File: config.mk
export PLATFORM = sky130hd
export DESIGN_NAME = iga_ctrl
export DESIGN_NICKNAME = d
export VERILOG_FILES = /design/src/sv/iga_pkg.sv /design/src/sv/iga_ctrl.sv
export VERILOG_INCLUDE_DIRS = /design/src /design/src/sv
export SDC_FILE = /design/constraint.sdc
export NUM_CORES = 1
export LEC_CHECK = 0
export ABC_CLOCK_PERIOD_IN_PS = 2300
export BUFFER_PORTS_ARGS = -buffer_cell sky130_fd_sc_hd__buf_4
export CAP_MARGIN = 20
export CORE_AREA = 10 10 47 49
export DETAILED_ROUTE_END_ITERATION = 8
export DIE_AREA = 0 0 57 59
export HOLD_SLACK_MARGIN = 0.12
export SKIP_CTS_REPAIR_TIMING = 1
export SLEW_MARGIN = 20
export SYNTH_ARGS = -nofsm -noshare
export SYNTH_HDL_FRONTEND = slang
export SYNTH_SLANG_ARGS = --single-unit
File: constraint.sdc
create_clock -name clk -period 2.3 [get_ports clk]
set_input_delay 0.46 -clock clk [delete_from_list [all_inputs] [get_ports clk]]
set_output_delay 0.46 -clock clk [all_outputs]
set_load 0.02 [all_outputs]
File: src/sv/assert_macros.svh
// ---------------------------------------------------------------------------
// Assertion macros
// Shared concurrent assertion wrappers; NO_ASSERTIONS compiles them away.
// ---------------------------------------------------------------------------
`ifndef ASSERT_MACROS_SVH
`define ASSERT_MACROS_SVH

`ifndef NO_ASSERTIONS
`define ASSERT_RST(lbl, clk, rst_n, prop, msg) \
  lbl: assert property (@(posedge clk) disable iff (!rst_n) prop) else $error(msg);
`define ASSERT_CLK(lbl, clk, prop, msg) \
  lbl: assert property (@(posedge clk) prop) else $error(msg);
`else
`define ASSERT_RST(lbl, clk, rst_n, prop, msg)
`define ASSERT_CLK(lbl, clk, prop, msg)
`endif

`endif

File: src/sv/iga_pkg.sv
// ---------------------------------------------------------------------------
// iga_pkg
// Widths, codes and controller/datapath interface types of the aggregator.
// ---------------------------------------------------------------------------
`timescale 1ns / 1ps

package iga_pkg;

  localparam int GRP_W     = 12;
  localparam int ITV_W     = 12;
  localparam int VAL_W     = 32;
  localparam int TOT_W     = 64;
  localparam int IPG_W     = 13;
  localparam int MODE_W    = 2;
  localparam int CFG_W     = 13;
  localparam int CFG_IDX_W = 1;
  // group * stride + intervention never exceeds 25 bits
  localparam int ADDR_W    = 25;

  localparam int TABLE_DEPTH_DEF = 4096;

  localparam logic [CFG_IDX_W-1:0] REG_IPG  = 1'd0;
  localparam logic [CFG_IDX_W-1:0] REG_MODE = 1'd1;

  localparam logic [MODE_W-1:0] MODE_COUNT = 2'd0;
  localparam logic [MODE_W-1:0] MODE_SUM   = 2'd1;
  localparam logic [MODE_W-1:0] MODE_SQSUM = 2'd2;

  localparam logic [IPG_W-1:0]  IPG_RST  = 13'd1;
  localparam logic [MODE_W-1:0] MODE_RST = MODE_COUNT;

  localparam logic [TOT_W-1:0] TOT_MAX = {1'b0, {(TOT_W-1){1'b1}}};
  localparam logic [TOT_W-1:0] TOT_MIN = {1'b1, {(TOT_W-1){1'b0}}};

  typedef struct packed {
    logic clr_en;
    logic load;
    logic mul_en;
    logic rd_en;
    logic upd_en;
  } cmd_t;

  typedef struct packed {
    logic clr_done;
  } sts_t;

endpackage

File: src/sv/iga_ctrl.sv
// ---------------------------------------------------------------------------
// iga_ctrl
// Sequencer: table clear after reset, then load, multiply, read, update.
// ---------------------------------------------------------------------------
`timescale 1ns / 1ps
`include "assert_macros.svh"

module iga_ctrl (
  input  logic          clk,
  input  logic          rst_n,
  input  logic          start,
  output logic          busy,
  output logic          out_valid,
  output iga_pkg::cmd_t cmd,
  input  iga_pkg::sts_t sts
);
  import iga_pkg::*;

  typedef enum logic [2:0] {
    ST_CLEAR,
    ST_IDLE,
    ST_MUL,
    ST_READ,
    ST_UPD
  } state_t;

  state_t state_r, state_nxt;
  logic   busy_r, busy_nxt;
  logic   out_valid_r, out_valid_nxt;

  always_comb begin
    state_nxt     = state_r;
    busy_nxt      = busy_r;
    out_valid_nxt = 1'b0;
    case (state_r)
      ST_CLEAR: begin
        if (sts.clr_done) begin
          state_nxt = ST_IDLE;
          busy_nxt  = 1'b0;
        end
      end
      ST_IDLE: begin
        if (start) begin
          state_nxt = ST_MUL;
          busy_nxt  = 1'b1;
        end
      end
      ST_MUL:  state_nxt = ST_READ;
      ST_READ: state_nxt = ST_UPD;
      ST_UPD: begin
        state_nxt     = ST_IDLE;
        busy_nxt      = 1'b0;
        out_valid_nxt = 1'b1;
      end
      default: begin
        state_nxt = ST_IDLE;
        busy_nxt  = 1'b0;
      end
    endcase
  end

  always_ff @(posedge clk) begin
    if (!rst_n) begin
      state_r     <= ST_CLEAR;
      busy_r      <= 1'b1;
      out_valid_r <= 1'b0;
    end else begin
      state_r     <= state_nxt;
      busy_r      <= busy_nxt;
      out_valid_r <= out_valid_nxt;
    end
  end

  always_comb begin
    cmd.clr_en = (state_r == ST_CLEAR);
    cmd.load   = (state_r == ST_IDLE) && start;
    cmd.mul_en = (state_r == ST_MUL);
    cmd.rd_en  = (state_r == ST_READ);
    cmd.upd_en = (state_r == ST_UPD);
  end

  assign busy      = busy_r;
  assign out_valid = out_valid_r;

  `ASSERT_RST(a_valid_idle, clk, rst_n, out_valid |-> !busy, "result while busy")
  `ASSERT_RST(a_accept_busy, clk, rst_n, (start && !busy) |=> busy, "accept without busy")
  `ASSERT_RST(a_single_strobe, clk, rst_n, out_valid |=> !out_valid, "strobe held")
  `ASSERT_RST(a_busy_state, clk, rst_n, busy == (state_r != ST_IDLE), "busy mismatch")

endmodule

==> run metrics <==
GR Util All Layers 3.886%; leakage 0.1518 nW; Warnings, synthesis 0; ys async rst share 0%; final worst path period share 71.12%; final-report hold violation count 0; initial drt markers 6; Rel. slew slack 79.91%; largest net degree at the start of global routing 10; PortBufs 10; CP Capture Type output pin; Finished Layout Cells 53; worst vdd ir 0.2518 mV; critical path required time 1840 ps; CTS tree yes; Via-to-Cell Ratio 4.170; Final min period 1636 ps; Total Wirelength 591 um; crit start category flip-flop; Pwr Total 0.0002485 W; DPL Wire Length 457.5 um; Die W 57 um; syn_area_per_cell 9.721 sq um; wire per inst 11.15 um; vias post-DR 221; min-delay src rst_n; Max FO, Critical Path 9; PwrDens 714.4 nW/um^2; vias in the first global route 217; Clock Path Buffers 2; max incr delay on CP 490 ps; Rows 14; Seq/Total Area, Yosys 39.60%; cell area after synthesis 252.7 sq um; clk sinks 5; slowest CP cell dfxtp_1; Reg-to-Reg Start state_r[1]; H-Tree Depth 1; Hold WC Path Type in2reg; share of layout cells above drive strength 1 43.24%; Core Box Area 1401 sq um; die area 3363 sq um; Setup Skew 6.311 ps; Reg clk slew, reported paths 50 ps; worst hold path depth 2; Worst Hold Path EP busy; layout filler cell count 164; status finished clean; number of diodes 0; post-detailed-route DRC marker count 0; Starting Density 18.04%; Worst Tran Pin Value 300.9 ps; number of detailed-route iterations in the first pass 4; root buf cell clkbuf_4; cells after synthesis 26; Hold WS 448.3 ps; most common flop cell mapped by yosys dfxtp_1; RSZ-0062 raised after global routing no; post-synthesis register bit count 5; max-slew violations 0; reg-to-reg endpoint state_r[1]; routability-driven placement congestion ratio 0.6612; die span in y 59 um; CP Cell Sequence nand3b_1 -> nor2_1 -> buf_4; Nets 42; post-route setup TNS 0 ps; Clk Latency, worst-skew pair 240 ps; first-pass GRT wire length 938 um; maximum clock rate 611.4 MHz; reg2reg path depth 3; I/O pin cnt 11; post-synthesis cell type count 16; Worst Path Arrival 1180 ps; syn_nets 30; CTS Buf Count 3; Routed Antenna Nets 0; initial antenna violation count 0; Max Cap Viol 0; Placed Cells 49; Post-synth EDFFs 0; R2R setup slack 1310 ps; Setup CP Type reg2out; area grow syn2layout 37.62%; grt ovf 0; final-report setup violation count 0
routing by layer:
layer	up-vias	track usage, %	wire length (um)
li1	114	-	-
met1	97	4.147	299
met2	10	3.876	227
met3	0	4.506	64
met4	0	3.020	0
met5	-	0	0
metrics by stage:
stage	setup WS, ps	util [%]	area [sq um]
2_1_floorplan	907.7	-	252.7
3_3_place_gp	889.3	22.95	321.6
3_5_place_dp	893.2	22.95	321.6
4_1_cts	641.5	24.82	347.8
5_1_grt	561.0	24.82	347.8
6_report	664.3	24.82	347.8
registers in the layout, summed over array words and instances, names as in the netlist:
register	cells
state_r	3
out_valid	1
busy	1
Yosys cell counts (2+ instances only):
cell type / instances / area, sq um
dfxtp_1: 5 / 100.1
nand3b_1: 2 / 15.01
o21ai_1: 2 / 10.01
and2_1: 2 / 12.51
nor3b_2: 2 / 25.02
buf_4: 2 / 15.01
nor3_1: 2 / 10.01
worst max path at each step:
stage	depth (start not counted)	slack [ps]	start	endpoint
floorplan	2	910	state_r[1]	cmd[2]
global placement	4	890	start	cmd[3]
detailed placement	4	890	start	cmd[3]
CTS	3	640	state_r[0]	cmd[3]
global route	3	560	state_r[1]	cmd[1]
finish	3	660	state_r[0]	cmd[3]
cells by family after synthesis:
logic type	count (synthesis)	synth area share [%]
simple gates	11	32.18
flops	5	39.61
compound gates	5	12.38
mux	1	3.961
buf+inv	4	11.88
cell type report:
| class | instances | area (sq um) | share of cell area [%] |
|---|---|---|---|
| well taps | 16 | 20.02 | 5.755 |
| repair buffers | 10 | 75.07 | 21.58 |
| multi-input cells | 17 | 122.6 | 35.25 |
| flip-flops and latches | 5 | 100.1 | 28.78 |
| clock buffers | 4 | 26.28 | 7.554 |
| inverters | 1 | 3.754 | 1.079 |
critical path: cells and delay by family, from the launching register on:
family / cells / cell delay [ps]
simple gates: 2 / 280
buf+inv: 1 / 160
flops: 1 / 490
cells in the final DEF, fill, tap and decap left out:
cell type	count
mux2i_1	1
and2_1	2
clkbuf_4	3
o31a_1	1
o21ai_1	2
and3b_1	1
o21ai_0	1
inv_2	1
clkbuf_1	1
nand3b_1	2
nor2b_1	1
buf_4	10
nor2_1	1
nor3b_2	2
dfxtp_1	5
nor3_1	2
o21a_1	1
where the power goes:
part | switching (W) | leakage (nW) | internal [W]
Clock | 0.0000353 | 0.0150 | 0.0000656
Combinational | 0.0000226 | 0.0958 | 0.0000241
Sequential | 0.00000826 | 0.0410 | 0.0000927
Total | 0.0000662 | 0.152 | 0.000182
No activity file was read; power rests on OpenSTA's default activity.
